$ cat src/rtl/matrix_inverse_4x4_assert.svh
// ----------------------------------------------------------------------------
// matrix_inverse_4x4 assertion macros
// Concurrent check macros for the 4x4 inverter; they expand to nothing
// when the design is read for synthesis.
// ----------------------------------------------------------------------------
`ifndef MATRIX_INVERSE_4X4_ASSERT_SVH
`define MATRIX_INVERSE_4X4_ASSERT_SVH

`ifndef SYNTHESIS

// antecedent true at a clock edge implies consequent at the same edge
`define MI4_ASSERT_IMPL(lbl, ck, rst_n, ante, cons) \
	lbl: assert property (@(posedge ck) disable iff (!rst_n) (ante) |-> (cons)) \
		else $error("mi4 implication check failed");

// condition must never hold at a clock edge
`define MI4_ASSERT_NEVER(lbl, ck, rst_n, cond) \
	lbl: assert property (@(posedge ck) disable iff (!rst_n) !(cond)) \
		else $error("mi4 forbidden condition seen");

`else

`define MI4_ASSERT_IMPL(lbl, ck, rst_n, ante, cons)
`define MI4_ASSERT_NEVER(lbl, ck, rst_n, cond)

`endif

`endif

$ cat src/rtl/mi4_pkg.sv
// ----------------------------------------------------------------------------
// mi4_pkg
// Shared types and constants of the 4x4 matrix inverter.
// ----------------------------------------------------------------------------
package mi4_pkg;

	localparam int ELEM_W  = 16;
	localparam int IDX_W   = 4;
	localparam int N_ELEM  = 16;
	localparam int MINOR_W = 2 * ELEM_W + 1;
	localparam int COF_W   = 3 * ELEM_W + 1;
	localparam int PROD_W  = COF_W + ELEM_W;
	localparam int DET_W   = 4 * ELEM_W + 2;
	localparam int CNT_W   = $clog2(ELEM_W + 1);

	localparam logic [IDX_W-1:0] LAST_IDX = 4'hF;

	typedef logic signed [ELEM_W-1:0] elem_t;
	typedef elem_t [N_ELEM-1:0] matrix_t;

	typedef struct packed {
		elem_t element_value;
		logic  last_element;
	} in_beat_t;

	typedef struct packed {
		elem_t              inverse_value;
		logic [IDX_W-1:0]   element_index;
		logic               singular;
		logic               saturated;
		logic               last_result;
	} out_beat_t;

	typedef struct packed {
		logic    valid;
		matrix_t matrix;
	} job_t;

	// n-th index of 0..3 with one index left out
	function automatic logic [1:0] skip_idx(logic [1:0] gap, logic [1:0] n);
		return (n < gap) ? n : n + 2'd1;
	endfunction

endpackage

$ cat src/rtl/mi4_outq.sv
// ----------------------------------------------------------------------------
// mi4_outq
// Two-entry result queue between the sequencer and the result port.
// ----------------------------------------------------------------------------
module mi4_outq (
	input  logic               clk,
	input  logic               arst_n,
	input  logic               wr,
	output logic               wr_full,
	input  mi4_pkg::out_beat_t wr_data,
	output logic               empty,
	input  logic               pop,
	output mi4_pkg::out_beat_t dout
);

	mi4_pkg::out_beat_t buf_q [2];
	logic               wr_ptr_q;
	logic               rd_ptr_q;
	logic [1:0]         cnt_q;
	logic               do_rd;

	assign wr_full = (cnt_q == 2'd2);
	assign empty   = (cnt_q == 2'd0);
	assign do_rd   = pop && !empty;
	assign dout    = buf_q[rd_ptr_q];

	// hold written beats
	always_ff @(posedge clk) begin
		if (wr) begin
			buf_q[wr_ptr_q] <= wr_data;
		end
	end

	// advance pointers and fill level
	always_ff @(posedge clk or negedge arst_n) begin
		if (!arst_n) begin
			wr_ptr_q <= 1'b0;
			rd_ptr_q <= 1'b0;
			cnt_q    <= 2'd0;
		end else begin
			if (wr) begin
				wr_ptr_q <= !wr_ptr_q;
			end
			if (do_rd) begin
				rd_ptr_q <= !rd_ptr_q;
			end
			if (wr && !do_rd) begin
				cnt_q <= cnt_q + 2'd1;
			end else if (do_rd && !wr) begin
				cnt_q <= cnt_q - 2'd1;
			end
		end
	end

endmodule

$ cat config.mk
export PLATFORM = sky130hd
export DESIGN_NAME = mi4_outq
export DESIGN_NICKNAME = d
export VERILOG_FILES = /design/src/rtl/matrix_inverse_4x4_assert.svh /design/src/rtl/mi4_pkg.sv /design/src/rtl/mi4_outq.sv
export SDC_FILE = /design/constraint.sdc
export NUM_CORES = 1
export LEC_CHECK = 0
export BUFFER_PORTS_ARGS = -buffer_cell sky130_fd_sc_hd__clkbuf_2
export CAP_MARGIN = 10
export CORE_UTILIZATION = 46
export CTS_CLUSTER_DIAMETER = 60
export DETAILED_ROUTE_END_ITERATION = 7
export PLACE_DENSITY = 0.78
export RECOVER_POWER = 100
export SLEW_MARGIN = 30
export SYNTH_ARGS = -nofsm -noshare
export SYNTH_HDL_FRONTEND = slang
export SYNTH_SLANG_ARGS = --single-unit
$ cat constraint.sdc
create_clock -name clk -period 2 [get_ports clk]
set_clock_uncertainty 0.05 [all_clocks]
set_input_delay 0 -clock clk [delete_from_list [all_inputs] [get_ports clk]]
set_output_delay 0 -clock clk [all_outputs]
set_load 0.01 [all_outputs]
==> results.cfg <==
[status]
status = completed

[logic_synthesis]
yosys.cell_types.count = 14
ys.warnings.count = 0
ys_top_cells_by_area = edfxtp_1 (71%), mux2_4 (15%), dfrtp_1 (5.1%)
synth_seq_cells = 50
synth_top_cell_area_share = 0.708
synth_ff_type = edfxtp_1
netlist_instances = 88
seq_area_frac_synth = 0.759
synth_fp_nets = 116
synth_top_area_cell = edfxtp_1
ys_async_sr_fraction = 0.0800
avgSynthCellArea_um2 = 22.2
syn_area_um2 = 1950
synth.cells.most_frequent = edfxtp_1 (46), mux2_4 (19), dfrtp_1 (4), mux2_2 (3), xor2_1 (3)
synth-edff-count = 46
yosysMostFrequentCell = edfxtp_1

[floorplanning]
start_util = 0.484
die_area_um2 = 4510
rows = 23
die_y_um = 67.1
die_w_um = 67.1
io_pins = 52
core_um2 = 4030

[setup_path]
crit_path_end_kind = flip-flop
r2r_cells = 5
worstPathMaxFanout = 5
startpoint_type = flip-flop
worstPathRequired_ps = 2130
r2r_end = cnt_q[1]$_DFFE_PN0P_
r2r-start = cnt_q[0]$_DFFE_PN0P_
regToRegSetupSlack_ps = 430
arrival_ps = 1690
critPathKind = reg2reg

[clock_tree]
cts_setup_buffers = 0
cts_max_level = 2
cts_tree = built
cts-hold-fix-buffers = 27
cts_root_buffer = clkbuf_8
cts_sinks = 50
clock_latency_ps = 290
cts_buffer_depth = 2
path_clk_slew_ps = 80
cts_made_buffers = 5
cts_resized = 0

[placement]
dp_slack_ps = 522
numPortBuffers = 51
dp.cells = 192
dp_hpwl_um = 2100
gp_congestion = 0.626

[finish]
final-seq-area_um2 = 1480
drive_gt1_frac = 0.254
syn_to_final_growth_pct = 30.0
n_fill_cell = 319
num_antenna_cells = 0
layout.nets = 204
multiInputGateArea_um2 = 358
finalNonFillerCells = 227

[timing]
whs_ps = 383
fin_tns_setup_ps = 0
tightest_slew_ps = 675
worst_slack_ps = 434
maxSlewHeadroom = 0.550
min_period_ps = 1570
max_freq_ghz = 0.638
hold_viol = 0
slew_violations = 0
fin_crit_sh = 0.783
finalSetupViolCount = 0
rsz0062_at_grt = false

[route]
drtIter0Drc = 50
drtPass1Iterations = 5
ant_nets = 0
via_count = 1058
route.detailed.drc = 0
wl_um = 3240
drt-wirelength-per-cell_um = 14.3
vias_per_cell = 4.66

[worst_hold_path]
hold_path_end = buf_q[1][17]$_DFFE_PP_
hold_class = in2reg
hold_start = wr_data[17]
whs_path_depth = 2

[global_routing]
antenna_found_initial = 0
grt_max_degree = 16
grt_use_total = 0.163
grt_pass1_wl_um = 5000
globalRouteOverflowTotal = 0
grt_pass1_vias = 1144

[flow_run]
drv_cap = 0

[pwr]
leakage_nw = 0.947
power_density_nw_per_um2 = 1220
peakVddDrop_mv = 0.718
==> where the power goes <==
group	switching, W	internal (W)	total, W
Sequential	0.0000812	0.00140	0.00148
Combinational	0.000512	0.000430	0.000942
Clock	0.000303	0.000373	0.000676
Total	0.000897	0.00220	0.00310
==> sequential cells by signal, indices dropped and copies added, names as in the netlist <==
signal,flops
cnt_q,2
rd_ptr_q,1
buf_q,46
wr_ptr_q,1
==> critical path, cell delays in order (launching register included) <==
cell and delay (ps):
dfrtp_1 450, o21ai_0 320, ha_1 240, xor2_1 180, nor2_1 80, xor2_1 140
==> metal layers <==
| metal | vias up | wire (um) | track usage |
|---|---|---|---|
| li1 | 509 | - | - |
| met1 | 505 | 1250 | 0.165 |
| met2 | 41 | 1820 | 0.313 |
| met3 | 3 | 154 | 0.0497 |
| met4 | 0 | 17 | 0.0479 |
| met5 | - | 0 | 0 |
==> metrics by stage <==
stage | utilization | cell area [um2] | power (W)
floorplan | - | 1950 | 0.00233
finish | 0.630 | 2540 | 0.00310
global route | 0.630 | 2540 | 0.00328
CTS | 0.657 | 2650 | 0.00335
global placement | 0.562 | 2260 | 0.00259
detailed placement | 0.562 | 2260 | 0.00263
==> cell families (layout without fill, tap and decap cells) <==
family / Yosys count / after routing / share of synthesized area
mux: 23 / 23 / 0.169
buf+inv: 3 / 92 / 0.0263
simple gates: 5 / 5 / 0.0135
fa+ha+maj: 1 / 1 / 0.00641
xor+xnor: 5 / 5 / 0.0225
flops: 50 / 50 / 0.759
compound gates: 1 / 1 / 0.00256
==> cells in the final DEF, fill, tap and decap left out <==
cell / Yosys / routed
dlygate4sd3_1: 0 / 27
mux2_4: 19 / 3
mux2_1: 1 / 17
xnor2_1: 2 / 2
mux2_2: 3 / 3
bufinv_16: 0 / 1
nor2b_1: 2 / 2
o21ai_0: 0 / 1
xor2_1: 3 / 3
edfxtp_1: 46 / 46
and2_0: 0 / 1
clkinvlp_4: 0 / 1
nor2_1: 2 / 2
clkbuf_1: 0 / 26
ha_1: 1 / 1
dfrtp_1: 4 / 4
clkbuf_2: 0 / 32
clkbuf_8: 0 / 5
==> layout make-up <==
class	instances	share of cell area
flip-flops and latches	50	0.584
repair buffers	84	0.207
multi-input cells	35	0.141
clock buffers	6	0.0286
well taps	50	0.0247
clock inverters	2	0.0148
==> worst max-delay path by stage <==
stage,from,end,cells after the start
after floorplan,wr_ptr_q$_DFFE_PN0P_,buf_q[0][0]$_DFFE_PP_,1
after CTS,cnt_q[0]$_DFFE_PN0P_,cnt_q[1]$_DFFE_PN0P_,5
final,cnt_q[0]$_DFFE_PN0P_,cnt_q[1]$_DFFE_PN0P_,5
after global placement,cnt_q[0]$_DFFE_PN0P_,cnt_q[1]$_DFFE_PN0P_,5
after global routing,cnt_q[0]$_DFFE_PN0P_,cnt_q[1]$_DFFE_PN0P_,5
after detailed placement,cnt_q[0]$_DFFE_PN0P_,cnt_q[1]$_DFFE_PN0P_,5
Note: power is estimated with default switching activity, not from simulation.
