[src/rtl/matrix_inverse_4x4_assert.svh]
// ----------------------------------------------------------------------------
// matrix_inverse_4x4 assertion macros
// Concurrent check macros for the 4x4 inverter; they expand to nothing
// when the design is read for synthesis.
// ----------------------------------------------------------------------------
`ifndef MATRIX_INVERSE_4X4_ASSERT_SVH
`define MATRIX_INVERSE_4X4_ASSERT_SVH

`ifndef SYNTHESIS

// antecedent true at a clock edge implies consequent at the same edge
`define MI4_ASSERT_IMPL(lbl, ck, rst_n, ante, cons) \
	lbl: assert property (@(posedge ck) disable iff (!rst_n) (ante) |-> (cons)) \
		else $error("mi4 implication check failed");

// condition must never hold at a clock edge
`define MI4_ASSERT_NEVER(lbl, ck, rst_n, cond) \
	lbl: assert property (@(posedge ck) disable iff (!rst_n) !(cond)) \
		else $error("mi4 forbidden condition seen");

`else

`define MI4_ASSERT_IMPL(lbl, ck, rst_n, ante, cons)
`define MI4_ASSERT_NEVER(lbl, ck, rst_n, cond)

`endif

`endif

[src/rtl/mi4_pkg.sv]
// ----------------------------------------------------------------------------
// mi4_pkg
// Shared types and constants of the 4x4 matrix inverter.
// ----------------------------------------------------------------------------
package mi4_pkg;

	localparam int ELEM_W  = 16;
	localparam int IDX_W   = 4;
	localparam int N_ELEM  = 16;
	localparam int MINOR_W = 2 * ELEM_W + 1;
	localparam int COF_W   = 3 * ELEM_W + 1;
	localparam int PROD_W  = COF_W + ELEM_W;
	localparam int DET_W   = 4 * ELEM_W + 2;
	localparam int CNT_W   = $clog2(ELEM_W + 1);

	localparam logic [IDX_W-1:0] LAST_IDX = 4'hF;

	typedef logic signed [ELEM_W-1:0] elem_t;
	typedef elem_t [N_ELEM-1:0] matrix_t;

	typedef struct packed {
		elem_t element_value;
		logic  last_element;
	} in_beat_t;

	typedef struct packed {
		elem_t              inverse_value;
		logic [IDX_W-1:0]   element_index;
		logic               singular;
		logic               saturated;
		logic               last_result;
	} out_beat_t;

	typedef struct packed {
		logic    valid;
		matrix_t matrix;
	} job_t;

	// n-th index of 0..3 with one index left out
	function automatic logic [1:0] skip_idx(logic [1:0] gap, logic [1:0] n);
		return (n < gap) ? n : n + 2'd1;
	endfunction

endpackage

[src/rtl/mi4_back.sv]
// ----------------------------------------------------------------------------
// mi4_back
// Sequencer that forms the sixteen cofactors and the determinant with one
// shared multiplier, then divides each cofactor by the determinant with a
// restoring divider, one quotient bit a cycle, unless it is zero.
// ----------------------------------------------------------------------------
module mi4_back #(
	parameter int FRACTION_BITS = 8
) (
	input  logic               clk,
	input  logic               arst_n,
	input  mi4_pkg::job_t      job,
	output logic               job_pop,
	output mi4_pkg::out_beat_t res,
	output logic               res_push,
	input  logic               res_full
);

	localparam int W     = mi4_pkg::ELEM_W;
	localparam int MW    = mi4_pkg::MINOR_W;
	localparam int CW    = mi4_pkg::COF_W;
	localparam int PW    = mi4_pkg::PROD_W;
	localparam int DW    = mi4_pkg::DET_W;
	localparam int NUM_W = CW + 2 * FRACTION_BITS;
	localparam int DSH_W = DW + W;
	localparam int RW    = (NUM_W > DSH_W) ? NUM_W : DSH_W;

	localparam logic [W:0] LIM_POS = {2'b00, {(W - 1){1'b1}}};
	localparam logic [W:0] LIM_NEG = {2'b01, {(W - 1){1'b0}}};

	typedef enum logic [11:0] {
		ST_IDLE = 12'b0000_0000_0001,
		ST_P1   = 12'b0000_0000_0010,
		ST_P2   = 12'b0000_0000_0100,
		ST_MN   = 12'b0000_0000_1000,
		ST_ML   = 12'b0000_0001_0000,
		ST_AC   = 12'b0000_0010_0000,
		ST_DM   = 12'b0000_0100_0000,
		ST_DA   = 12'b0000_1000_0000,
		ST_RD   = 12'b0001_0000_0000,
		ST_LD   = 12'b0010_0000_0000,
		ST_DV   = 12'b0100_0000_0000,
		ST_PUT  = 12'b1000_0000_0000
	} state_t;

	state_t                    state_q;
	logic [mi4_pkg::IDX_W-1:0] k_q;
	logic [1:0]                j_q;
	logic [mi4_pkg::CNT_W-1:0] cnt_q;
	mi4_pkg::matrix_t          m_q;
	logic signed [PW-1:0]      prod_q;
	logic signed [MW-1:0]      minor_q;
	logic signed [CW-1:0]      acc_q;
	logic signed [CW-1:0]      cof_q;
	logic signed [DW-1:0]      det_q;
	logic signed [CW-1:0]      cof_mem [mi4_pkg::N_ELEM];
	logic signed [CW-1:0]      rd_q;
	logic                      neg_q;
	logic [RW-1:0]             rem_q;
	logic [RW-1:0]             dsh_q;
	logic [W:0]                quo_q;

	logic [1:0]           orow, ocol;
	logic [1:0]           r0, r1, r2, c0, c1, c2, cx, cy, cj;
	logic signed [CW-1:0] mul_a;
	logic signed [W-1:0]  mul_b;
	logic signed [PW-1:0] mul_p;
	logic signed [CW-1:0] acc_nx;
	logic signed [CW-1:0] cof_fin;
	logic [CW-1:0]        cof_mag;
	logic [DW-1:0]        det_mag;
	logic                 det_zero;
	logic                 div_ge;
	logic [W:0]           lim;
	logic                 sat;
	logic [W:0]           mag;
	logic                 ac_done;

	function automatic mi4_pkg::elem_t pick(mi4_pkg::matrix_t m, logic [1:0] r,
		logic [1:0] c);
		return $signed(m[{c, r}]);
	endfunction

	// minor rows and columns for the current cofactor
	assign orow = k_q[1:0];
	assign ocol = k_q[3:2];
	assign r0   = mi4_pkg::skip_idx(ocol, 2'd0);
	assign r1   = mi4_pkg::skip_idx(ocol, 2'd1);
	assign r2   = mi4_pkg::skip_idx(ocol, 2'd2);
	assign c0   = mi4_pkg::skip_idx(orow, 2'd0);
	assign c1   = mi4_pkg::skip_idx(orow, 2'd1);
	assign c2   = mi4_pkg::skip_idx(orow, 2'd2);
	assign cx   = (j_q == 2'd0) ? c1 : c0;
	assign cy   = (j_q == 2'd2) ? c1 : c2;
	assign cj   = (j_q == 2'd0) ? c0 : ((j_q == 2'd1) ? c1 : c2);

	// select the operands of the shared multiplier
	always_comb begin
		mul_a = '0;
		mul_b = '0;
		case (state_q)
			ST_P1: begin
				mul_a = CW'(pick(m_q, r1, cx));
				mul_b = pick(m_q, r2, cy);
			end
			ST_P2: begin
				mul_a = CW'(pick(m_q, r1, cy));
				mul_b = pick(m_q, r2, cx);
			end
			ST_ML: begin
				mul_a = CW'(minor_q);
				mul_b = pick(m_q, r0, cj);
			end
			ST_DM: begin
				mul_a = cof_q;
				mul_b = pick(m_q, ocol, 2'd0);
			end
			default: begin
				mul_a = '0;
				mul_b = '0;
			end
		endcase
	end

	assign mul_p = mul_a * mul_b;

	// accumulate the three minor terms with alternating sign
	always_comb begin
		case (j_q)
			2'd0:    acc_nx = CW'(prod_q);
			2'd1:    acc_nx = acc_q - CW'(prod_q);
			default: acc_nx = acc_q + CW'(prod_q);
		endcase
	end

	assign cof_fin  = (orow[0] ^ ocol[0]) ? -acc_nx : acc_nx;
	assign ac_done  = (j_q == 2'd2);
	assign det_zero = (det_q == '0);
	assign cof_mag  = rd_q[CW-1] ? CW'(-rd_q) : rd_q;
	assign det_mag  = det_q[DW-1] ? DW'(-det_q) : det_q;
	assign div_ge   = (rem_q >= dsh_q);

	// clip the quotient and apply the sign
	assign lim = neg_q ? LIM_NEG : LIM_POS;
	assign sat = !det_zero && (quo_q > lim);
	assign mag = sat ? lim : quo_q;

	always_comb begin
		res.element_index = k_q;
		res.singular      = det_zero;
		res.saturated     = sat;
		res.last_result   = (k_q == mi4_pkg::LAST_IDX);
		if (det_zero) begin
			res.inverse_value = '0;
		end else if (neg_q) begin
			res.inverse_value = W'(-mag);
		end else begin
			res.inverse_value = W'(mag);
		end
	end

	assign job_pop  = (state_q == ST_IDLE) && job.valid;
	assign res_push = (state_q == ST_PUT) && !res_full;

	// sequence control
	always_ff @(posedge clk or negedge arst_n) begin
		if (!arst_n) begin
			state_q <= ST_IDLE;
			k_q     <= '0;
			j_q     <= 2'd0;
			cnt_q   <= '0;
		end else begin
			case (state_q)
				ST_IDLE: begin
					if (job.valid) begin
						k_q     <= '0;
						j_q     <= 2'd0;
						state_q <= ST_P1;
					end
				end
				ST_P1: state_q <= ST_P2;
				ST_P2: state_q <= ST_MN;
				ST_MN: state_q <= ST_ML;
				ST_ML: state_q <= ST_AC;
				ST_AC: begin
					if (!ac_done) begin
						j_q     <= j_q + 2'd1;
						state_q <= ST_P1;
					end else if (orow == 2'd0) begin
						state_q <= ST_DM;
					end else if (k_q == mi4_pkg::LAST_IDX) begin
						k_q     <= '0;
						state_q <= ST_RD;
					end else begin
						k_q     <= k_q + 1'b1;
						j_q     <= 2'd0;
						state_q <= ST_P1;
					end
				end
				ST_DM: state_q <= ST_DA;
				ST_DA: begin
					k_q     <= k_q + 1'b1;
					j_q     <= 2'd0;
					state_q <= ST_P1;
				end
				ST_RD: state_q <= ST_LD;
				ST_LD: begin
					cnt_q   <= '0;
					state_q <= det_zero ? ST_PUT : ST_DV;
				end
				ST_DV: begin
					cnt_q <= cnt_q + 1'b1;
					if (cnt_q == mi4_pkg::CNT_W'(W)) begin
						state_q <= ST_PUT;
					end
				end
				ST_PUT: begin
					if (!res_full) begin
						if (k_q == mi4_pkg::LAST_IDX) begin
							state_q <= ST_IDLE;
						end else begin
							k_q     <= k_q + 1'b1;
							state_q <= ST_RD;
						end
					end
				end
				default: state_q <= ST_IDLE;
			endcase
		end
	end

	// cofactor memory, registered read
	always_ff @(posedge clk) begin
		if (state_q == ST_AC && ac_done) begin
			cof_mem[k_q] <= cof_fin;
		end
		rd_q <= cof_mem[k_q];
	end

	// datapath registers
	always_ff @(posedge clk) begin
		case (state_q)
			ST_IDLE: begin
				m_q   <= job.matrix;
				det_q <= '0;
			end
			ST_P1: prod_q <= mul_p;
			ST_P2: begin
				minor_q <= MW'(prod_q);
				prod_q  <= mul_p;
			end
			ST_MN: minor_q <= minor_q - MW'(prod_q);
			ST_ML: prod_q <= mul_p;
			ST_AC: begin
				acc_q <= acc_nx;
				cof_q <= cof_fin;
			end
			ST_DM: prod_q <= mul_p;
			ST_DA: det_q <= det_q + DW'(prod_q);
			ST_LD: begin
				neg_q <= rd_q[CW-1] ^ det_q[DW-1];
				rem_q <= RW'(cof_mag) << (2 * FRACTION_BITS);
				dsh_q <= RW'(det_mag) << W;
				quo_q <= '0;
			end
			ST_DV: begin
				if (div_ge) begin
					rem_q <= rem_q - dsh_q;
				end
				quo_q <= {quo_q[W-1:0], div_ge};
				dsh_q <= dsh_q >> 1;
			end
			default: begin
				prod_q <= prod_q;
			end
		endcase
	end

endmodule

[config.mk]
export PLATFORM = sky130hd
export DESIGN_NAME = mi4_back
export DESIGN_NICKNAME = d
export VERILOG_FILES = /design/src/rtl/matrix_inverse_4x4_assert.svh /design/src/rtl/mi4_pkg.sv /design/src/rtl/mi4_back.sv
export SDC_FILE = /design/constraint.sdc
export NUM_CORES = 2
export LEC_CHECK = 0
export ABC_CLOCK_PERIOD_IN_PS = 13890
export BUFFER_PORTS_ARGS = -buffer_cell sky130_fd_sc_hd__buf_2
export CORE_ASPECT_RATIO = 0.5
export CORE_UTILIZATION = 45
export DETAILED_ROUTE_END_ITERATION = 7
export GPL_ROUTABILITY_DRIVEN = 0
export MAX_ROUTING_LAYER = met4
export PLACE_DENSITY = 0.71
export SYNTH_ARGS = -nofsm -noshare
export SYNTH_HDL_FRONTEND = slang
export SYNTH_SLANG_ARGS = --single-unit
export TNS_END_PERCENT = 5
[constraint.sdc]
create_clock -name clk -period 13.89 [get_ports clk]
set_input_delay 0.6945 -clock clk [delete_from_list [all_inputs] [get_ports clk]]
set_output_delay 0.6945 -clock clk [all_outputs]
set_load 0.03 [all_outputs]
==> flow_metrics.tcl <==
set metrics [dict create \
    layout_common_cells "edfxtp_1 (1483), inv_1 (1058), nand2_1 (885), nor2_1 (829), fa_1 (728)" \
    grt_use_total 0.271 \
    ant_nets 0 \
    cts_sinks 1555 \
    row_count 124 \
    yosysSeqAreaShare 0.440 \
    slew_headroom 0.108 \
    finalWirelength_um 313000 \
    syn-num-nets 10600 \
    syn_area_sq_um 105000 \
    setup_slack_ns 2.43 \
    p_leak_nw 45.0 \
    die_x_um 684 \
    final-setup-viol-count 0 \
    core_area_sq_um 230000 \
    dp_hpwl_um 225000 \
    status "complete, but fails checks" \
    portBuffers 284 \
    cap_violations 0 \
    vias_per_cell 6.01 \
    setup_tns_ns 0 \
    ys_ff_latch 1555 \
    final_max_slew_viol_count 0 \
    clk_pin_slew_worst_paths_ns 0.07 \
    async_flop_share 0.0148 \
    fin_util 0.499 \
    finClkSkew_ns 0.0600 \
    hold_path.class "in -> reg" \
    cp.required_ns 14.43 \
    violations "DRC" \
    cp_top_family "adder cells" \
    avgSynthCellArea_sq_um 11.4 \
    startpoint_type "flop" \
    grt_max_degree 100 \
    layout.nets 10800 \
    start_util 0.456 \
    ys_types 97 \
    via_count 75600 \
    period_share 0.825 \
    grt_pass1_wl_um 467000 \
    drt_iter0_markers 9350 \
    final_common_cell "edfxtp_1" \
    grt_pass1_vias 74600 \
    h-tree-depth 4 \
    ys_warn_count 0 \
    peakVddDrop_uv 132 \
    cp.arrival_ns 12.00 \
    cp_num_buf_inv 8 \
    synth-main-ff-cell "edfxtp_1" \
    cts_tree "built" \
    synth_edf_count 1483 \
    wl_per_cell_um 24.9 \
    cp_max_fo 35 \
    clk_latency_ns 0.84 \
    layout_min_cycle_time_ns 11.46 \
    syn_inst 9204 \
    hold_viol_final 0 \
    overflow 0 \
    die-height_um 343 \
    worst_pin_slew_ns 1.34 \
    cts_inserted_buffers 150 \
    dieArea_sq_um 235000 \
    post-cts-setup-buffer-count 0 \
    dp_slack_ns 2.74 \
    drc 17 \
    fmax_ghz 0.0873 \
    end_kind "flop" \
    syn_to_final_growth_pct 9.59 \
    drive_gt1_frac 0.115 \
    ios 285 \
    rsz0062_at_grt "no" \
    slowest_delay_ns 0.83 \
    cts-root-buf "clkbuf_16" \
    dpl-instance-area_sq_um 110000 \
    pwr_density_cell_nw_per_um2 159 \
    critPathSlowestCell "a21o_1" \
    final_design_area_no_fill_sq_um 115000 \
    total_power_mw 18.3 \
    worstSetupPathType "reg -> reg" \
    grt_antenna_before_repair 10 \
    drtPass1Iterations 8 \
    ctsLongestPathBuffers 4 \
]
-- worst register-to-register path: cells and delay by family (launching register included) --
kind            cells  cell delay (ns)
fa+ha+maj           7             3.40
compound gates     10             3.26
simple gates        8             2.29
buf+inv             8             1.68
flops               1             0.41
xor+xnor            1             0.14
-- cell usage after synthesis, types with 24 or more instances --
| master | count | area [sq um] |
|---|---|---|
| a31oi_1 | 62 | 388 |
| o21a_1 | 44 | 330 |
| or2_2 | 24 | 150 |
| mux2i_1 | 112 | 1120 |
| inv_1 | 1061 | 3980 |
| nor2_1 | 849 | 3190 |
| a221o_1 | 25 | 250 |
| fa_1 | 728 | 14600 |
| o31ai_1 | 63 | 473 |
| clkbuf_1 | 385 | 1450 |
| o21bai_1 | 42 | 315 |
| edfxtp_1 | 1483 | 44500 |
| and2_1 | 53 | 332 |
| a211oi_1 | 41 | 308 |
| o21ai_0 | 381 | 1910 |
| a21o_1 | 219 | 1640 |
| a21oi_1 | 499 | 2500 |
| ha_1 | 402 | 5030 |
| and3_1 | 52 | 325 |
| a221oi_1 | 46 | 403 |
| or3_1 | 35 | 219 |
| nor3_1 | 105 | 526 |
| nand2_1 | 888 | 3330 |
| nor4_1 | 39 | 244 |
| o22ai_1 | 26 | 163 |
| mux4_2 | 291 | 6550 |
| or4_1 | 30 | 225 |
| nand3_1 | 118 | 591 |
| nand4_1 | 70 | 438 |
| o211ai_1 | 43 | 323 |
| buf_1 | 47 | 176 |
| xnor2_1 | 252 | 2210 |
| nand2b_1 | 76 | 475 |
| xor2_1 | 207 | 1810 |
| nor2b_1 | 55 | 344 |
| dfxtp_1 | 49 | 981 |
-- final cells by class --
type | count | area, sq um
fill | 19900 | 115000
multi-input combinational | 6147 | 53500
sequential | 1555 | 46100
clock buffer | 196 | 4120
inverter | 1063 | 4000
tap | 3087 | 3860
timing repair buffer | 449 | 2660
clock inverter | 71 | 613
antenna | 8 | 20.0
-- report_power, final --
part | leakage [nW] | switching (mW) | internal [mW]
clock | 2.30 | 1.86 | 2.23
combinational | 28.5 | 4.85 | 2.45
sequential | 14.2 | 0.588 | 6.29
-- per-stage QoR --
step	std cells	hold WS [ns]
finish	12600	0.0403
global route	12600	0.0289
CTS	12600	0.0140
detailed placement	12300	0.488
global placement	12300	0.479
floorplan	9204	0.399
-- cells by family after synthesis --
| family | after synthesis | synth area share |
|---|---|---|
| adders and majority gates | 1130 | 0.187 |
| AOI/OAI and AO/OA | 1695 | 0.103 |
| DFF | 1555 | 0.440 |
| buffers and inverters | 1502 | 0.0539 |
| and+or+nand+nor | 2454 | 0.104 |
| muxes | 409 | 0.0739 |
| xor gates and xnor gates | 459 | 0.0384 |
-- sequential cells by signal (all words and copies together), names as in the netlist, 33 cells and up --
signal   count
cof_mem    784
m_q        256
dsh_q       82
rem_q       82
det_q       66
prod_q      65
acc_q       49
rd_q        49
cof_q       48
minor_q     33
-- timing repair --
action | CTS | global route
resized for setup | 0 | 0
endpoints found under the hold margin | 22 | 0
hold buffers | 1 | 0
-- final timing paths --
kind,cells past startpoint,endpoint,startpoint,slack (ns)
setup / recovery,34,prod_q[64]$_DFFE_PP_,state_q[9]$_DFFE_PN0P_,2.43
hold / removal,1,m_q[72]$_DFFE_PP_,job[72],0.04
setup reg to reg,34,prod_q[64]$_DFFE_PP_,state_q[9]$_DFFE_PN0P_,2.43
hold reg to reg,1,state_q[9]$_DFFE_PN0P_,state_q[9]$_DFFE_PN0P_,0.50
max in group asynchronous,2,k_q[2]$_DFFE_PN0P_,arst_n,12.87
min in group asynchronous,2,k_q[3]$_DFFE_PN0P_,arst_n,0.50
-- per-layer routing --
metal | vias up | routed length, um | GRT usage
li1 | 32700 | - | -
met1 | 37500 | 124000 | 0.362
met2 | 4687 | 137000 | 0.404
met3 | 696 | 39700 | 0.0695
met4 | 0 | 12600 | 0.0938
met5 | - | 0 | -
No activity file was read; power rests on OpenSTA's default activity.
