**config.mk**
```make
export PLATFORM = sky130hd
export DESIGN_NAME = mi4_front
export DESIGN_NICKNAME = d
export VERILOG_FILES = /design/src/rtl/matrix_inverse_4x4_assert.svh /design/src/rtl/mi4_pkg.sv /design/src/rtl/mi4_front.sv
export SDC_FILE = /design/constraint.sdc
export NUM_CORES = 1
export LEC_CHECK = 0
export ABC_AREA = 0
export BUFFER_PORTS_ARGS = -buffer_cell sky130_fd_sc_hd__buf_2
export CORE_MARGIN = 2
export CORE_UTILIZATION = 50
export DETAILED_ROUTE_END_ITERATION = 7
export PLACE_DENSITY_LB_ADDON = 0.1
export SLEW_MARGIN = 0
export SYNTH_ARGS = -nofsm -noshare
export SYNTH_HDL_FRONTEND = slang
export SYNTH_SLANG_ARGS = --single-unit
```
**constraint.sdc**
```tcl
create_clock -name clk -period 25.8 [get_ports clk]
set_input_delay 5.16 -clock clk [delete_from_list [all_inputs] [get_ports clk]]
set_output_delay 5.16 -clock clk [all_outputs]
set_load 0.01 [all_outputs]
```
**src/rtl/matrix_inverse_4x4_assert.svh**
```systemverilog
// ----------------------------------------------------------------------------
// matrix_inverse_4x4 assertion macros
// Concurrent check macros for the 4x4 inverter; they expand to nothing
// when the design is read for synthesis.
// ----------------------------------------------------------------------------
`ifndef MATRIX_INVERSE_4X4_ASSERT_SVH
`define MATRIX_INVERSE_4X4_ASSERT_SVH

`ifndef SYNTHESIS

// antecedent true at a clock edge implies consequent at the same edge
`define MI4_ASSERT_IMPL(lbl, ck, rst_n, ante, cons) \
	lbl: assert property (@(posedge ck) disable iff (!rst_n) (ante) |-> (cons)) \
		else $error("mi4 implication check failed");

// condition must never hold at a clock edge
`define MI4_ASSERT_NEVER(lbl, ck, rst_n, cond) \
	lbl: assert property (@(posedge ck) disable iff (!rst_n) !(cond)) \
		else $error("mi4 forbidden condition seen");

`else

`define MI4_ASSERT_IMPL(lbl, ck, rst_n, ante, cons)
`define MI4_ASSERT_NEVER(lbl, ck, rst_n, cond)

`endif

`endif

```
**src/rtl/mi4_pkg.sv**
```systemverilog
// ----------------------------------------------------------------------------
// mi4_pkg
// Shared types and constants of the 4x4 matrix inverter.
// ----------------------------------------------------------------------------
package mi4_pkg;

	localparam int ELEM_W  = 16;
	localparam int IDX_W   = 4;
	localparam int N_ELEM  = 16;
	localparam int MINOR_W = 2 * ELEM_W + 1;
	localparam int COF_W   = 3 * ELEM_W + 1;
	localparam int PROD_W  = COF_W + ELEM_W;
	localparam int DET_W   = 4 * ELEM_W + 2;
	localparam int CNT_W   = $clog2(ELEM_W + 1);

	localparam logic [IDX_W-1:0] LAST_IDX = 4'hF;

	typedef logic signed [ELEM_W-1:0] elem_t;
	typedef elem_t [N_ELEM-1:0] matrix_t;

	typedef struct packed {
		elem_t element_value;
		logic  last_element;
	} in_beat_t;

	typedef struct packed {
		elem_t              inverse_value;
		logic [IDX_W-1:0]   element_index;
		logic               singular;
		logic               saturated;
		logic               last_result;
	} out_beat_t;

	typedef struct packed {
		logic    valid;
		matrix_t matrix;
	} job_t;

	// n-th index of 0..3 with one index left out
	function automatic logic [1:0] skip_idx(logic [1:0] gap, logic [1:0] n);
		return (n < gap) ? n : n + 2'd1;
	endfunction

endpackage

```
**src/rtl/mi4_front.sv**
```systemverilog
// ----------------------------------------------------------------------------
// mi4_front
// Loads elements into the matrix store and queues a snapshot of the whole
// matrix as a job when the last element arrives.
// ----------------------------------------------------------------------------
module mi4_front (
	input  logic               clk,
	input  logic               arst_n,
	input  logic               push,
	output logic               full,
	input  mi4_pkg::in_beat_t  din,
	output mi4_pkg::job_t      job,
	input  logic               job_pop
);

	logic [mi4_pkg::IDX_W-1:0] load_cnt_q;
	mi4_pkg::elem_t            st_q [mi4_pkg::N_ELEM];
	mi4_pkg::matrix_t          snap;
	mi4_pkg::matrix_t          jq_q [2];
	logic                      wr_ptr_q;
	logic                      rd_ptr_q;
	logic [1:0]                cnt_q;
	logic                      accept;
	logic                      job_push;

	assign full     = (cnt_q == 2'd2);
	assign accept   = push && !full;
	assign job_push = accept && din.last_element;

	// merge the incoming beat into the stored matrix
	always_comb begin
		for (int i = 0; i < mi4_pkg::N_ELEM; i++) begin
			if (load_cnt_q == mi4_pkg::IDX_W'(i)) begin
				snap[i] = din.element_value;
			end else begin
				snap[i] = st_q[i];
			end
		end
	end

	// write the element store
	always_ff @(posedge clk) begin
		if (accept) begin
			st_q[load_cnt_q] <= din.element_value;
		end
	end

	// advance the load position, restart after the last beat
	always_ff @(posedge clk or negedge arst_n) begin
		if (!arst_n) begin
			load_cnt_q <= '0;
		end else if (accept) begin
			if (din.last_element) begin
				load_cnt_q <= '0;
			end else begin
				load_cnt_q <= load_cnt_q + 1'b1;
			end
		end
	end

	// hold snapshots in the job queue
	always_ff @(posedge clk) begin
		if (job_push) begin
			jq_q[wr_ptr_q] <= snap;
		end
	end

	always_ff @(posedge clk or negedge arst_n) begin
		if (!arst_n) begin
			wr_ptr_q <= 1'b0;
			rd_ptr_q <= 1'b0;
			cnt_q    <= 2'd0;
		end else begin
			if (job_push) begin
				wr_ptr_q <= !wr_ptr_q;
			end
			if (job_pop) begin
				rd_ptr_q <= !rd_ptr_q;
			end
			if (job_push && !job_pop) begin
				cnt_q <= cnt_q + 2'd1;
			end else if (job_pop && !job_push) begin
				cnt_q <= cnt_q - 2'd1;
			end
		end
	end

	assign job.valid  = (cnt_q != 2'd0);
	assign job.matrix = jq_q[rd_ptr_q];

endmodule

```
==> impl_summary.md, run 1 <==
Yosys
Summed over all instances, the cell type with the most area after synthesis is sky130_fd_sc_hd__edfxtp_1. Synthesis instantiated 31 different standard cells from the library. Summing the areas of all and, or, nand and nor instances in the mapped netlist gives 1.031% of the synthesized area. Of the total synthesized cell area, the portion taken by XOR and XNOR cells is 0.1460%. After Yosys synthesis, full adders, half adders and majority gates account for 0.2086% of the synthesized area.

The total of warnings raised by yosys is 0. The number of nets handed over by synthesis was 1,453. By area the synthesized netlist is led by sky130_fd_sc_hd__edfxtp_1 (77%), sky130_fd_sc_hd__mux2_2 (17%), sky130_fd_sc_hd__mux2_4 (1.4%). Dividing the synthesized area by the synthesized cell count gives 21.01 um2. The mapped netlist covers 29,990 um2. In this run, synthesis inferred 768 flip-flops with an integrated enable. After synthesis, the most frequently instantiated cells are sky130_fd_sc_hd__edfxtp_1 (768), sky130_fd_sc_hd__mux2_2 (463), sky130_fd_sc_hd__buf_2 (33). The synthesized netlist devotes 0.1627% of its cell area to compound gates. Synthesis produced 1,427 cells. The share of the Yosys chip area taken by registers is 77.57%. In this run the biggest area consumer among cell types represents 76.91% of the synthesized area. The most common cell in the synthesized netlist is sky130_fd_sc_hd__edfxtp_1. Among all flip-flop cells after synthesis, the most frequent one is sky130_fd_sc_hd__edfxtp_1. The share of async-settable or async-resettable flops after synthesis is 1.031%. The number of register bits inferred by synthesis is 776. By area, the combinational part of the netlist is dominated by multiplexers. After synthesis, the share of cell area in mux cells is 19.56%.

Timing
The max-slew violation total from the final report is 0. The tightest slew margin relative to the limit is 20.88%. The worst setup margin is 17.27 ns. Subtracting the final worst setup slack from the clock period gives 8.534 ns. For the final routed database, the setup TNS stands at 0 ns. Hold timing on the final database bottoms out at a slack of 0.4935 ns. The number of setup violations in the final report is 0. The fmax is 117.2 MHz. For the pin with the worst max-slew slack, the measured transition is 1.187 ns. Setup repair after global routing left no endpoint under its margin. The clock arrives with 0.01117 ns of skew. The hold violation count in the final report is 0. The final cycle utilization of the critical path is 33.08%.

Die
The region available for standard cell placement spans 59,130 um2. Once the floorplan was initialized, standard cells occupied 50.71% of the core. The die covers 61,950 um2. The die extent in y is 248.9 um. The width of the die is 248.9 um. The number of core rows is 89. 279 I/O pins were placed.

Route
After detailed routing, the average wire length per cell comes to 25.13 um. The number of optimization iterations in the first detailed-route pass is 5. Dividing the detail-routed via count by the number of cells gives 5.481. Once detail routing completed, the nets flagged for antenna violations numbered 0. The number of remaining DRC errors is 0.

The final wirelength is 64,500 um. The routed via count is 14,070. The number of DRC violations after detailed-routing iteration 0 is 964.

Clock network
The maximum buffer depth of the clock tree is 3. TritonCTS built the clock tree. In this run, post-CTS repair resized a total of 0 instances. The post-CTS setup repair buffer count is 0.

The hold buffer count at CTS is 0. The number of clock sinks is 776. The clock slew at the register clock pins of the worst setup and hold paths is 0.06 ns. For the worst-skew pair, the clock arrives at the later sink with an insertion delay of 0.60 ns. Clock tree synthesis inserted a total of 77 buffers. The H-tree generated during clock tree synthesis spans 3 levels.

The root buffer cell chosen for the clock tree is sky130_fd_sc_hd__clkbuf_16.

Power
The overall power after layout is 3.382 mW. Dividing total power by cell area gives a power density of 98.19 nW/um2. The worst IR drop on VDD is 0.06723 mV. In this run the static leakage power is 11.92 nW.

Global route
The number of antenna violations at the first check in global routing came to 3. The via count of the first global-routing pass was 14,410. The pin count of the biggest net entering global routing is 184. The residual overflow from global routing is 0. The wire length of the first global-routing pass is 94,450 um. The overall routing resource usage is 20.67%.

Placed design
The HPWL after detailed placement is 34,420 um. The count of buffers added on input and output ports is 278. The cell count after placement is 2,434. The last weighted congestion value of the routability-driven placer is 0.7336.

OpenSTA, run right after detailed placement, puts the worst setup slack at 17.20 ns. In this run the cell area measured after placement is 32,190 um2.

Finish
The non-filler instance count after layout is 2,567. After routing the design area is 34,440 um2. The area of all sequential standard cells is 23,270 um2. From synthesis to final layout, the design area changed by 14.85%.

Cells with a size suffix above 1 make up 50.50% of the layout. The core occupancy in the finished layout is 58.25%. The area of combinational cells with multiple inputs is 6346 um2. The fill cell total of the finished layout is 4,440. In the final design database the tool counted 1,766 nets. The number of antenna diodes in the final layout is 0.

Run
Across the run, the number of max-cap violations was 0.

Critical path
The worst setup path is launched from a flip-flop. Data on the critical path is required at its endpoint by 20.64 ns. Along the worst path, the maximum fanout reaches 183. At the worst endpoint, the arrival time is 3.37 ns. The element type at the critical path end is an output port. The slowest library cell on the worst path is sky130_fd_sc_hd__dfrtp_4. The signal on the critical path passes through buf_12 > mux2_2 > buf_2.

The biggest cell delay along the critical path is 1.14 ns. By startpoint and endpoint, the worst setup path is classified as reg -> out.

Min path
The worst min-delay path category is reg -> reg.

Outcome
The flow ran to the end, and the final reports show no timing, DRC or antenna violations.
[cells in the final DEF (no fill, tap or decap), types with 4 or more instances in the layout]
cell type and n:
sky130_fd_sc_hd__buf_2 278, sky130_fd_sc_hd__buf_4 21, sky130_fd_sc_hd__clkbuf_1 20, sky130_fd_sc_hd__clkbuf_16 79
sky130_fd_sc_hd__clkinv_1 20, sky130_fd_sc_hd__clkinv_2 11, sky130_fd_sc_hd__dfrtp_1 7, sky130_fd_sc_hd__edfxtp_1 768
sky130_fd_sc_hd__ha_1 5, sky130_fd_sc_hd__inv_1 6, sky130_fd_sc_hd__mux2_1 22, sky130_fd_sc_hd__mux2_2 463
sky130_fd_sc_hd__mux2_4 27, sky130_fd_sc_hd__nand2_2 4, sky130_fd_sc_hd__nand2_4 8, sky130_fd_sc_hd__nand3_2 4
sky130_fd_sc_hd__nor2_1 18, sky130_fd_sc_hd__o21ai_0 4
[layout make-up]
class	count	share of cell area, %
clock inverter	34	0.5776
multi-input combinational	578	18.43
timing repair buffer	301	4.614
clock buffer	99	5.958
inverter	6	0.06539
sequential	776	67.55
tap	773	2.808
[routing by layer]
metal	GRT usage, %	vias to the layer above	part of all wire [%]
met5	0	-	0.057
met4	5.385	6	1.6
met3	4.681	68	5.4
met2	33.58	313	49
met1	28.39	7401	44
li1	-	6281	-
[kinds of logic after synthesis]
| logic type | after synthesis |
|---|---|
| XOR/XNOR | 5 |
| buffers and inverters | 73 |
| AND/OR/NAND/NOR | 48 |
| flip-flops | 776 |
| AO/OA/AOI/OAI | 8 |
| adder cells (fa/ha/maj) | 5 |
| multiplexers | 512 |
[path summary, 6_finish.rpt]
kind / slack (ns) / to / cells past startpoint / startpoint
max: 17.27 / job[255] / 3 / rd_ptr_q$_DFFE_PN0P_
max in group asynchronous: 21.21 / rd_ptr_q$_DFFE_PN0P_ / 1 / arst_n
min in group asynchronous: 4.40 / rd_ptr_q$_DFFE_PN0P_ / 1 / arst_n
min reg2reg: 0.49 / cnt_q[1]$_DFFE_PN0P_ / 1 / cnt_q[1]$_DFFE_PN0P_
max reg2reg: 21.92 / jq_q[1][247]$_DFFE_PP_ / 6 / cnt_q[0]$_DFFE_PN0P_
min: 0.49 / cnt_q[1]$_DFFE_PN0P_ / 1 / cnt_q[1]$_DFFE_PN0P_
[report_power, final]
part           internal [mW]  total, mW  switching [mW]
Combinational          0.331      0.762           0.431
Clock                  0.578       1.02           0.443
Sequential              1.54       1.60          0.0548
Total                   2.45       3.38           0.929
[flip-flops by register name, summed over array words and instances (netlist names)]
register    cells
cnt_q           2
jq_q          512
load_cnt_q      4
rd_ptr_q        1
st_q          256
wr_ptr_q        1
[worst max-delay path: cells and delay by family, from the launching register on]
family	cells	cell delay, ns
flip-flops	1	1.14
multiplexers	1	0.47
buffers and inverters	2	0.99
No activity file was read; power rests on OpenSTA's default activity.
==> run 2: changes to the inputs <==
Clock period 25.8 ns to 7.1 ns, I/O delays scaled along.
==> impl_summary.md, run 2 (same netlist as run 1, synthesis figures left out) <==
Outcome
The flow ran to the end, and the final reports show no timing, DRC or antenna violations.

Critical path
The maximum fanout along the worst path was 67 (-63%). The count of cells along the worst register-to-register path is 5 (-1). The biggest cell delay along the critical path is 0.95 ns (-0.19 ns). The arrival time at the worst endpoint is 3.03 ns (-0.34 ns). The startpoint class of the critical path is a flip-flop. The total buffers and inverters traversed by the critical path was 2 (unchanged). The critical path class is reg -> out. The critical path goes through buf_4 > mux2_2 > buf_2. The slack of the worst reg-to-reg path is 4.15 ns (-17.77 ns). Among cell families on the critical path, the largest total delay comes from flip-flops. The critical path data required time was 5.68 ns (-14.96 ns). The capture instance of the worst register-to-register path is jq_q[1][115]$_DFFE_PP_.

The element type at the critical path end is an output port. The startpoint of the most critical register-to-register path is cnt_q[0]$_DFFE_PN0P_. The slowest library cell on the worst path is sky130_fd_sc_hd__dfrtp_4.

Route
The remaining number of nets flagged by the antenna check after routing came to 0 (unchanged). The final wirelength is 64,440 um (about the same). The number of optimization iterations in the first detailed-route pass is 5 (unchanged). The average routed wire per standard cell is 25.06 um (-0.28%). The number of remaining DRC errors is 0 (unchanged).

The number of DRC violations after detailed-routing iteration 0 is 1,042 (+8.1%). The average vias per placed instance is 5.430 (-0.93%). The routed via count is 13,970 (-0.73%).

Timing
The clock skew is 0.01366 ns (+0.002490 ns). The total negative setup slack is 0 ns (unchanged). Setup repair after global routing left no endpoint under its margin. The hold violation count in the final report is 0 (unchanged). Static timing analysis puts the maximum clock frequency at 224.5 MHz. The clock period could shrink to 4.454 ns.

The tightest slew margin relative to the limit came to 15.05% (-5.8 points). The number of setup violations in the final report is 0 (unchanged). The max-slew violation total from the final report is 0 (unchanged).

The transition time at the pin with the least slew margin is 1.274 ns (+0.08738 ns). The final cycle utilization of the critical path is 62.73%.

Power
The leakage power figure is 11.98 nW (+0.51%). The clock network fraction of total power was 31.4% (+1.2 points). The proportion of power drawn by flip-flops and latches is 46.6% (-0.7 points). The proportion of power drawn by combinational gates is 22.0% (-0.5 points). The switching power is 3.352 mW (+260%). The internal power is 9.100 mW (+270%).

The net switching fraction of the power was 26.92% (-0.54 points). The worst IR drop on VDD is 0.2403 mV (+260%). The ratio of total power to cell area was 359.8 nW/um2 (+270%).

Min path
The number of cells on the worst hold path came to 1 (unchanged). In this run the most critical hold path is launched from cnt_q[1]$_DFFE_PN0P_. The worst hold path belongs to the class reg -> reg. The endpoint with the worst hold slack is cnt_q[1]$_DFFE_PN0P_.

Die
The initial core utilization was 50.71% (unchanged). The area of the placeable core is 59,130 um2 (unchanged). The width of the die is 248.9 um (unchanged). The die extent in y is 248.9 um (unchanged). The number of core rows is 89 (unchanged). The I/O pin total is 279 (unchanged). The area enclosed by the die boundary is 61,950 um2 (unchanged).

Placed design
The number of port buffers came to 278 (unchanged). The placement-stage cell area is 32,200 um2 (about the same). The last weighted congestion value of the routability-driven placer is 0.7307 (-0.40%). The HPWL after detailed placement was 35,530 um (+3.2%).

Clock network
The total CTS buffers is 77 (unchanged). The clock latency on the worst-skew pair is 0.60 ns (about the same). The hold buffer count at CTS is 0 (unchanged).

The number of gates resized after cts is 0 (unchanged). The tree is rooted in a sky130_fd_sc_hd__clkbuf_16. The post-CTS setup repair buffer count is 0 (unchanged). The clock slew at the register clock pins of the worst setup and hold paths is 0.06 ns (about the same).

The number of clock sinks is 776 (unchanged). The total number of H-tree levels is 3 (unchanged). TritonCTS built the clock tree.

The maximum buffer depth of the clock tree is 3 (unchanged).

Global route
The via count of the first global-routing pass is 14,200 (-1.5%). The pin count of the biggest net entering global routing is 174 (-5.4%). The overall routing resource usage was 20.64% (-0.030 points). The wire length of the first global-routing pass is 93,520 um (-0.99%). The number of antenna violations at the first check in global routing is 6 (+3). The residual overflow from global routing is 0 (unchanged).

Finish
The number of flip-flops under the largest register name is 512 (unchanged). The ratio of cells with drive above 1 in the final layout came to 50.42% (-0.084 points). Leaving out fill and tap cells, the most frequent cells in the layout are sky130_fd_sc_hd__edfxtp_1 (768), sky130_fd_sc_hd__mux2_2 (463), sky130_fd_sc_hd__buf_2 (278), sky130_fd_sc_hd__clkbuf_16 (81), sky130_fd_sc_hd__mux2_4 (27). The register containing the most flip-flops in the final layout is jq_q. The library cell used most frequently in the layout, excluding fill and tap cells, is sky130_fd_sc_hd__edfxtp_1. The largest registers in the layout are jq_q (512), st_q (256), load_cnt_q (4).

The area added between synthesis and finish is 15.40%. The summed area of non-filler cells in the final layout is 34,610 um2 (+0.48%). The count of nets after finishing is 1,765 (-0.057%).

Run
The max-cap check violation count is 0 (unchanged).
-- run 2: changes by cell type in the layout (fill, tap and decap cells not counted), sizes merged --
cell and delta:
buf -1, clkinv +1, bufinv +4, diode +2, clkbuf -1, inv -1
clkinvlp +1
-- run 2: metal layers --
layer,routed length [um],vias to the layer above,GRT usage [%]
li1,-,6262,-
met1,28310,7246,28.17
met2,31030,359,33.37
met3,3661,95,5.037
met4,1413,4,5.593
met5,27,-,0
-- run 2: through the flow --
stage	power, mW	setup WS, ns	utilization (%)	hold slack (ns)	std cells
after floorplan	7.639	1.271	-	0.4559	1427
after global placement	8.673	3.240	54.45	0.4754	2433
after detailed placement	8.691	3.238	54.45	0.4906	2433
after CTS	12.61	2.582	58.52	0.5049	2570
after global routing	12.93	2.460	58.52	0.5096	2570
final	12.45	2.646	58.53	0.5033	2572
-- run 2: cell type report --
cell class	instances	area [um2]
diodes	2	5.005
flip-flops and latches	776	23270
clock inverters	39	315.3
fillers	4392	24520
inverters	6	22.52
clock buffers	98	2091
well taps	773	967.2
multi-input cells	578	6346
repair buffers	300	1594
-- run 2: worst max path at each step --
stage | startpoint | to | cells after the start
detailed placement | rd_ptr_q$_DFFE_PN0P_ | job[59] | 3
finish | rd_ptr_q$_DFFE_PN0P_ | job[245] | 3
CTS | rd_ptr_q$_DFFE_PN0P_ | job[59] | 3
global route | rd_ptr_q$_DFFE_PN0P_ | job[245] | 3
global placement | push | jq_q[1][88]$_DFFE_PP_ | 5
floorplan | push | jq_q[0][0]$_DFFE_PP_ | 2
-- run 2: power by group through the flow --
stage | clock (mW) | combinational (mW) | sequential, mW
global route | 4.15 | 2.93 | 5.85
finish | 3.91 | 2.74 | 5.81
CTS | 3.99 | 2.80 | 5.81
floorplan | 0 | 1.82 | 5.82
global placement | 0 | 2.77 | 5.90
detailed placement | 0 | 2.78 | 5.91
-- run 2: worst reg2reg max path: cells and delay by family (launching register included) --
kind	cells	cell delay, ns
AND/OR/NAND/NOR	3	1.06
flip-flops	1	0.41
buffers and inverters	2	0.85
==> run 3: changes to the inputs <==
Clock period 7.1 ns to 4.6 ns, I/O delays scaled along.
==> impl_summary.md, run 3 (same netlist as run 1, synthesis figures left out) <==
Outcome
The run finished with clean final reports.

Timing
Counting I/O delays and the setup requirement, the final critical path takes 3.457 ns. The worst setup margin was 1.143 ns (-1.503 ns). The max-slew violation total from the final report came to 0 (unchanged).

The hold violation count in the final report came to 0 (unchanged). The clock skew is 0.01748 ns (+0.003818 ns). The transition time at the pin with the least slew margin is 1.083 ns (-0.1912 ns). Derived from the worst setup path, the maximum achievable clock frequency is 289.2 MHz. Setup repair after global routing left no endpoint under its margin. The tightest slew margin relative to the limit is 27.79% (+13 points). The total negative setup slack came to 0 ns (unchanged).

The number of setup violations in the final report is 0 (unchanged). The post-route worst hold slack came to 0.1504 ns (-0.3529 ns). The final cycle utilization of the critical path is 75.16%.

Finish
The count of nets after finishing was 1,781 (+0.91%). Leaving out fill and tap cells, the most frequent cell in the layout is sky130_fd_sc_hd__edfxtp_1. The fill cell total of the finished layout is 4,354 (-0.87%).

The largest registers in the layout are jq_q (512), st_q (256), load_cnt_q (4). jq_q holds more flip-flops than any other register. The number of flip-flops under the largest register name was 512 (unchanged). The ratio of cells with drive above 1 in the final layout came to 51.27% (+0.85 points). The area growth from synthesis to layout is 16.41%. In the layout the commonest cells are sky130_fd_sc_hd__edfxtp_1 (768), sky130_fd_sc_hd__mux2_2 (463), sky130_fd_sc_hd__buf_2 (278), sky130_fd_sc_hd__clkbuf_16 (84), sky130_fd_sc_hd__mux2_4 (27).

Power
The clock network fraction of total power is 31.6% (+0.2 points). The worst IR drop on VDD is 0.3417 mV (+42%). The proportion of power drawn by flip-flops and latches is 45.7% (-0.9 points). The proportion of power drawn by combinational gates is 22.7% (+0.7 points). The switching power is 5.290 mW (+58%). The ratio of total power to cell area is 558.2 nW/um2 (+55%).

The leakage power figure is 12.12 nW (+1.1%). The net switching fraction of the power is 27.15% (+0.23 points). The internal power is 14.19 mW (+56%).

Route
The number of optimization iterations in the first detailed-route pass came to 7 (+2). The average routed wire per standard cell is 25.15 um (+0.39%). The number of DRC violations after detailed-routing iteration 0 came to 976 (-6.3%). The remaining number of nets flagged by the antenna check after routing was 0 (unchanged). The final wirelength came to 65,150 um (+1.1%).

The average vias per placed instance came to 5.447 (+0.31%). The routed via count is 14,110 (+1.0%). The number of remaining DRC errors was 0 (unchanged).

Die
The number of core rows was 89 (unchanged). The area of the placeable core is 59,130 um2 (unchanged). The I/O pin total came to 279 (unchanged). The initial core utilization came to 50.71% (unchanged). The area enclosed by the die boundary is 61,950 um2 (unchanged). The width of the die is 248.9 um (unchanged). The die extent in y was 248.9 um (unchanged).

Critical path
The maximum fanout along the worst path came to 53 (-21%). In this run the worst setup path begins at rd_ptr_q$_DFFE_PN0P_. The critical path data required time is 3.68 ns (-2.00 ns). The critical path class is reg -> out.

The element type at the critical path end is an output port. The arrival time at the worst endpoint is 2.54 ns (-0.49 ns). Following the worst setup path forward leads to its endpoint at job[4].

The slack of the worst reg-to-reg path was 1.81 ns (-2.34 ns). The endpoint identified for the worst register-to-register timing path is st_q[6][6]$_DFFE_PP_. The startpoint of the most critical register-to-register path is load_cnt_q[2]$_DFFE_PN0N_. The count of cells along the worst register-to-register path was 3 (-2). STA classifies the critical path startpoint as a flip-flop.

Global route
The number of antenna violations at the first check in global routing is 5 (-1). The wire length of the first global-routing pass was 95,500 um (+2.1%). The residual overflow from global routing was 0 (unchanged). The via count of the first global-routing pass came to 14,410 (+1.5%).

The pin count of the biggest net entering global routing came to 64 (-63%). The overall routing resource usage is 20.99% (+0.35 points).

Placed design
The number of port buffers was 278 (unchanged). The last weighted congestion value of the routability-driven placer was 0.7334 (+0.37%). The worst setup timing slack at the placement stage came to 1.690 ns (-1.548 ns).

The HPWL after detailed placement came to 36,210 um (+1.9%).

Clock network
The hold buffer count at CTS is 0 (unchanged). The clock latency on the worst-skew pair is 0.61 ns (about the same). The number of clock sinks is 776 (unchanged). The post-CTS setup repair buffer count is 0 (unchanged). The total number of H-tree levels is 3 (unchanged). The number of gates resized after cts is 0 (unchanged).

The root buffer cell chosen for the clock tree is sky130_fd_sc_hd__clkbuf_16. The clock slew at the register clock pins of the worst setup and hold paths is 0.06 ns (about the same). The total CTS buffers is 80 (+3.9%).

The maximum buffer depth of the clock tree was 3 (unchanged). The clock tree from TritonCTS is built.

Run
The max-cap check violation count is 0 (unchanged).

Min path
The worst min-delay path category is in -> async.
run 3: how the worst min path moves through the flow:
stage | start | slack, ns | endpoint | cells after the start
floorplan | cnt_q[1]$_DFFE_PN0P_ | 0.46 | cnt_q[1]$_DFFE_PN0P_ | 1
global placement | cnt_q[1]$_DFFE_PN0P_ | 0.47 | cnt_q[1]$_DFFE_PN0P_ | 1
detailed placement | cnt_q[1]$_DFFE_PN0P_ | 0.50 | cnt_q[1]$_DFFE_PN0P_ | 1
CTS | arst_n | 0.11 | wr_ptr_q$_DFFE_PN0P_ | 1
global route | arst_n | 0.14 | load_cnt_q[1]$_DFFE_PN0N_ | 1
finish | arst_n | 0.15 | cnt_q[0]$_DFFE_PN0P_ | 1
run 3: worst max-delay path, stage by stage, from the launching register on:
cell	delay (ns)
sky130_fd_sc_hd__dfrtp_4	0.91
sky130_fd_sc_hd__buf_12	0.35
sky130_fd_sc_hd__mux2_2	0.43
sky130_fd_sc_hd__buf_2	0.15
run 3: power groups by stage:
stage | Sequential, mW | Clock, mW | Combinational (mW)
floorplan | 8.96 | 0 | 2.82
global placement | 9.04 | 0 | 4.50
detailed placement | 9.06 | 0 | 4.52
CTS | 8.92 | 6.28 | 4.55
global route | 8.97 | 6.55 | 4.75
finish | 8.91 | 6.15 | 4.43
run 3: per-stage QoR:
| step | total power [mW] | instances | instance area [um2] | utilization, % |
|---|---|---|---|---|
| 4_1_cts | 19.75 | 2589 | 34910 | 59.03 |
| 3_5_place_dp | 13.58 | 2446 | 32420 | 54.82 |
| 5_1_grt | 20.28 | 2589 | 34910 | 59.03 |
| 3_3_place_gp | 13.54 | 2446 | 32410 | 54.82 |
| 6_report | 19.48 | 2590 | 34910 | 59.04 |
| 2_1_floorplan | 11.77 | 1427 | 30010 | - |
run 3: layer usage:
metal  vias up  track usage (%)  share of wire [%]
met4         6            5.177                1.7
met5         -                0              0.048
li1       6330                -                  -
met1      7326            28.54                 44
met2       357            34.13                 49
met3        88            5.319                5.9
run 3: layout make-up:
| type | count | area, um2 | share of cell area (%) |
|---|---|---|---|
| Clock buffer | 103 | 2173 | 6.226 |
| Clock inverter | 40 | 316.6 | 0.9068 |
| Inverter | 6 | 22.52 | 0.06452 |
| Antenna cell | 1 | 2.502 | 0.007168 |
| Tap cell | 773 | 967.2 | 2.771 |
| Sequential cell | 776 | 23270 | 66.65 |
| Multi-Input combinational cell | 578 | 6369 | 18.24 |
| Timing Repair Buffer | 313 | 1792 | 5.133 |
